File: src/qte_pkg.sv
package qte_pkg;

   // Datapath widths
   localparam int SUM_W      = 35;  // doubled sums of products
   localparam int XY_W       = 36;  // CORDIC vector with growth headroom
   localparam int Z_W        = 32;  // angle accumulator, 29 fractional bits
   localparam int MAG_W      = 28;  // magnitude of the pitch sine term
   localparam int SQ_W       = 58;  // square root working width
   localparam int SQRT_STEPS = 29;  // one result bit per stage
   localparam int ATAN_LEN   = 24;

   localparam logic signed [SUM_W-1:0] ONE_Q28     = SUM_W'(64'sd268435456);
   localparam logic signed [Z_W-1:0]   HALF_PI_Q29 = 32'sd843314856;
   localparam logic signed [15:0]      HALF_PI_Q13 = 16'sd12868;

   typedef logic signed [SUM_W-1:0] sum_type;
   typedef logic signed [XY_W-1:0]  vec_type;
   typedef logic signed [Z_W-1:0]   ang_type;
   typedef logic [SQ_W-1:0]         sq_type;

   // atan(2^-i) scaled by 2^29
   function automatic ang_type atan_q29(input int idx);
      ang_type v;
      case (idx)
         0:       v = 32'sd421657428;
         1:       v = 32'sd248918915;
         2:       v = 32'sd131521918;
         3:       v = 32'sd66762579;
         4:       v = 32'sd33510843;
         5:       v = 32'sd16771758;
         6:       v = 32'sd8387925;
         7:       v = 32'sd4194219;
         8:       v = 32'sd2097141;
         9:       v = 32'sd1048575;
         10:      v = 32'sd524288;
         11:      v = 32'sd262144;
         12:      v = 32'sd131072;
         13:      v = 32'sd65536;
         14:      v = 32'sd32768;
         15:      v = 32'sd16384;
         16:      v = 32'sd8192;
         17:      v = 32'sd4096;
         18:      v = 32'sd2048;
         19:      v = 32'sd1024;
         20:      v = 32'sd512;
         21:      v = 32'sd256;
         22:      v = 32'sd128;
         23:      v = 32'sd64;
         default: v = '0;
      endcase
      return v;
   endfunction

endpackage

File: src/qte_cordic.sv
module qte_cordic #(
   parameter int STEPS = 16
) (
   input  logic                   clock,
   input  logic                   enable,
   input  qte_pkg::vec_type       vec_x,
   input  qte_pkg::vec_type       vec_y,
   output logic signed [15:0]     angle
);
   import qte_pkg::*;

   vec_type x_ff [STEPS+1];
   vec_type y_ff [STEPS+1];
   ang_type z_ff [STEPS+1];
   logic    zero_ff [STEPS+1];
   ang_type round_in;
   logic signed [15:0] angle_ff;

   // Pre-rotate into the right half plane
   always_ff @(posedge clock) begin
      if (enable) begin
         zero_ff[0] <= (vec_x == '0) && (vec_y == '0);
         if (vec_x[XY_W-1]) begin
            if (!vec_y[XY_W-1]) begin
               x_ff[0] <= vec_y;
               y_ff[0] <= -vec_x;
               z_ff[0] <= HALF_PI_Q29;
            end else begin
               x_ff[0] <= -vec_y;
               y_ff[0] <= vec_x;
               z_ff[0] <= -HALF_PI_Q29;
            end
         end else begin
            x_ff[0] <= vec_x;
            y_ff[0] <= vec_y;
            z_ff[0] <= '0;
         end
      end
   end

   // One micro-rotation per stage, driving y towards zero
   for (genvar i = 0; i < STEPS; i++) begin : g_iter
      always_ff @(posedge clock) begin
         if (enable) begin
            zero_ff[i+1] <= zero_ff[i];
            if (!y_ff[i][XY_W-1]) begin
               x_ff[i+1] <= x_ff[i] + (y_ff[i] >>> i);
               y_ff[i+1] <= y_ff[i] - (x_ff[i] >>> i);
               z_ff[i+1] <= z_ff[i] + atan_q29(i);
            end else begin
               x_ff[i+1] <= x_ff[i] - (y_ff[i] >>> i);
               y_ff[i+1] <= y_ff[i] + (x_ff[i] >>> i);
               z_ff[i+1] <= z_ff[i] - atan_q29(i);
            end
         end
      end
   end

   // Round to Q3.13; a null vector gives zero
   assign round_in = z_ff[STEPS] + 32'sd32768;

   always_ff @(posedge clock) begin
      if (enable) begin
         angle_ff <= zero_ff[STEPS] ? 16'sd0 : round_in[31:16];
      end
   end

   assign angle = angle_ff;

endmodule

File: config.mk
export PLATFORM = sky130hd
export DESIGN_NAME = qte_cordic
export DESIGN_NICKNAME = d
export VERILOG_FILES = /design/src/qte_pkg.sv /design/src/qte_cordic.sv
export SDC_FILE = /design/constraint.sdc
export NUM_CORES = 2
export LEC_CHECK = 0
export BUFFER_PORTS_ARGS = -buffer_cell sky130_fd_sc_hd__clkbuf_2
export CAP_MARGIN = 20
export CORE_MARGIN = 2
export CORE_UTILIZATION = 45
export DETAILED_ROUTE_END_ITERATION = 8
export GPL_ROUTABILITY_DRIVEN = 1
export PLACE_DENSITY = 0.65
export SKIP_CTS_REPAIR_TIMING = 1
export SYNTH_ARGS = -nofsm -noshare
export SYNTH_HDL_FRONTEND = slang
export SYNTH_SLANG_ARGS = --single-unit
File: constraint.sdc
create_clock -name clock -period 4.89 [get_ports clock]
set_input_delay 0.2445 -clock clock [delete_from_list [all_inputs] [get_ports clock]]
set_output_delay 0.2445 -clock clock [all_outputs]
set_load 0.005 [all_outputs]
==> results.ini <==
[run_status]
status=completed

[clocking]
cts_made_buffers=182
cts_tree=yes
cts-root-buf=clkbuf_16
insertion_delay_ns=0.90
cts-htree-levels=4
clk_path_buf_depth=4
clock_sinks=1502
path_clk_slew_ns=0.06

[die]
fp-row-count=197
chipHeight_um=541.8
start_util=0.4520
dieArea_mm2=0.2935
pin_count=90
fp.dieW_um=541.8
core_area_mm2=0.2879

[route]
wl_mm=341.7
ant_nets=0
wl_per_cell_um=18.55
routed_via_density=5.675
drt_iter0_markers=7569
vias=104600
drtPass1Iterations=7
drc_errors=0

[yosys]
post_synth.cell_area_avg_um2=9.440
ys_top_cells_by_area=edfxtp_1 35%, ha_1 14%, xnor2_1 8.5%
netlist_area_mm2=0.1301
synth_top_area_frac=0.3466
synth_edf_count=1502
synthCells=13790
synth_sequential_area_ratio=0.3466
netlist.top_cell.by_area=edfxtp_1
synth_warnings=0
ys_ff_latch=1502
synth.net_count=15350
synth_cell_type_count=119
synth-async-reset-ratio=0
ys.flop_type=edfxtp_1

[global_route]
grt_use_met2=0.3877
busiest_layer=met2
grt_usage=0.2235
antenna_found_initial=8
grt_pass1_vias=98630
gr-usage-met3=0.02475
use_met1=0.2913
grt_pass1_wl_mm=534.8
grt_max_degree=207
grt_overflow=0

[finish]
drive_above_1_share=0.09521
regArea_mm2=0.04510
multi_input_area_mm2=0.08293
final_util=0.5115
syn2layout_area_growth_pct=13.16
fin_nets=16060
fillers=26560

[timing]
rsz0062_at_grt=true
min_period_over_period=0.9952
slew_headroom=0.1939
fin_crit_ns=4.867
worstMarginPinSlew_ns=1.209
fmax_ghz=0.2055
setup-violations-final=0
hold_violations=0
drv_slew=0
skew_ns=0.06826

[critical_path]
cpPeakStageDelay_ns=0.49
critPathTopFamily=simple AND/OR/NAND/NOR gates
crit_top_cell=a21o_1
critical_path_buf_inv_count=2
criticalPathCategory=flip-flop to flip-flop
worstPathMaxFanout=4
crit_chain=nor3_2, nand2b_1, nor4_4, buf_4, nand4b_1, buf_6, or4_4, o21ai_2, xor2_1, ha_1, a21o_1, a21o_1, a21o_1, a21o_1, a21o_1, a21o_1, o211ai_1, a311oi_2, or4_1, nand3_1
arrival_ns=5.58
slowest_stage=or4_1
critPathRequiredTime_ns=5.60
critPathLaunchType=flip-flop
cp-end-kind=flip-flop

[place]
port_buffers=89
gp_congestion=0.9506
dp_hpwl_mm=271.1

[run]
max_cap_viol_count=0

[min_path]
min_path_type=input port to flip-flop

stage by stage:
stage / hold slack, ns / worst slack, ns / std cells / setup TNS [ns] / cell area, um^2
final: 0.07403 / 0.02333 / 18430 / 0 / 147300
after global routing: 0.07226 / -0.1442 / 18420 / -0.8658 / 147300
after CTS: -0.3283 / -0.08370 / 18280 / -0.5045 / 144700
after detailed placement: 0.4045 / -0.07213 / 17960 / -0.2077 / 138700
after global placement: 0.4029 / -0.1005 / 17960 / -0.2767 / 138700
after floorplan: 0.3570 / 0.04767 / 13790 / 0 / 130100
state kept, by name, indices dropped and copies added, names as in the netlist:
name,count
z_ff,403
x_ff,526
y_ff,540
angle,16
zero_ff,17
cell usage after synthesis, drive strengths merged, types with 102 or more instances:
cell,number
a211oi,103
a21o,628
a21oi,1393
a31oi,115
clkbuf,220
edfxtp,1502
ha,1448
inv,603
nand2,853
nand2b,233
nand3,218
nor2,1124
nor2b,191
nor3,340
o21a,187
o21ai,875
o21bai,179
o31ai,167
o41ai,102
or3,117
xnor2,1262
xor2,710
worst paths after layout:
check,from,endpoint,slack [ns],cells after the start
setup / recovery,y_ff[8][11]$_DFFE_PP_,x_ff[9][34]$_DFFE_PP_,0.02,20
hold / removal,vec_x[35],x_ff[0][35]$_DFFE_PP_,0.07,3
setup reg to reg,y_ff[8][11]$_DFFE_PP_,x_ff[9][34]$_DFFE_PP_,0.02,20
hold reg to reg,zero_ff[0][0]$_DFFE_PP_,zero_ff[0][1]$_DFFE_PP_,0.42,0
cell usage in the layout (no fill, tap or decap), types with 32 or more instances in the layout:
| cell | Yosys | layout |
|---|---|---|
| a211oi_1 | 99 | 88 |
| and3_1 | 95 | 93 |
| nand4_1 | 97 | 97 |
| o21bai_1 | 179 | 178 |
| ha_1 | 1448 | 1443 |
| or4_1 | 55 | 46 |
| nor3_1 | 326 | 305 |
| inv_1 | 596 | 594 |
| and2_1 | 62 | 59 |
| nand2b_1 | 231 | 229 |
| dlygate4sd3_1 | 0 | 110 |
| edfxtp_1 | 1502 | 1502 |
| o41ai_1 | 90 | 71 |
| a21o_1 | 628 | 628 |
| a31oi_1 | 110 | 105 |
| buf_4 | 1 | 589 |
| a21boi_0 | 42 | 39 |
| o211ai_1 | 48 | 48 |
| o21a_1 | 187 | 187 |
| nand2_1 | 850 | 836 |
| nor2b_1 | 191 | 189 |
| nor4_1 | 71 | 60 |
| a211o_1 | 32 | 32 |
| nor2_1 | 1121 | 1108 |
| fa_1 | 39 | 39 |
| a21oi_1 | 1384 | 1366 |
| o21ai_1 | 52 | 68 |
| nand3_1 | 218 | 217 |
| mux2i_1 | 50 | 50 |
| xor2_1 | 710 | 710 |
| xnor2_1 | 1262 | 1259 |
| o21ai_0 | 820 | 795 |
| or3_1 | 112 | 106 |
| or2_2 | 39 | 37 |
| clkbuf_2 | 0 | 88 |
| clkbuf_16 | 0 | 184 |
| clkinv_1 | 6 | 36 |
| o31ai_1 | 163 | 148 |
routing by layer:
metal  vias up  wire, um
met5         -        44
met4         6     10730
met3       483     16160
met2      2269    164700
met1     49350    150100
li1      52450         -
cells by family after synthesis:
| kind of cell | Yosys count | share of synthesized area |
|---|---|---|
| compound gates | 4221 | 0.2069 |
| flops | 1502 | 0.3466 |
| simple gates | 3649 | 0.1371 |
| xor+xnor | 1972 | 0.1327 |
| mux | 75 | 0.006009 |
| buf+inv | 879 | 0.02546 |
| fa+ha+maj | 1487 | 0.1452 |
layout make-up:
| type | instances | area share |
|---|---|---|
| clock buffer | 204 | 0.03178 |
| tap | 3781 | 0.03213 |
| multi-input combinational | 11400 | 0.5632 |
| timing repair buffer | 802 | 0.04242 |
| antenna | 3 | 0.00005098 |
| inverter | 609 | 0.01555 |
| sequential | 1502 | 0.3063 |
| clock inverter | 121 | 0.008616 |
worst register-to-register path: stages (launching register included):
cell and delay, ns:
edfxtp_1 0.44, nor3_2 0.24, nand2b_1 0.18, nor4_4 0.31, buf_4 0.16, nand4b_1 0.11
buf_6 0.16, or4_4 0.43, o21ai_2 0.15, xor2_1 0.17, ha_1 0.26, a21o_1 0.17
a21o_1 0.17, a21o_1 0.18, a21o_1 0.17, a21o_1 0.18, a21o_1 0.17, o211ai_1 0.31
a311oi_2 0.17, or4_1 0.49, nand3_1 0.09
Power is not shown: default switching activity piles up to over one toggle a cycle in this logic, so the estimate is an artifact.
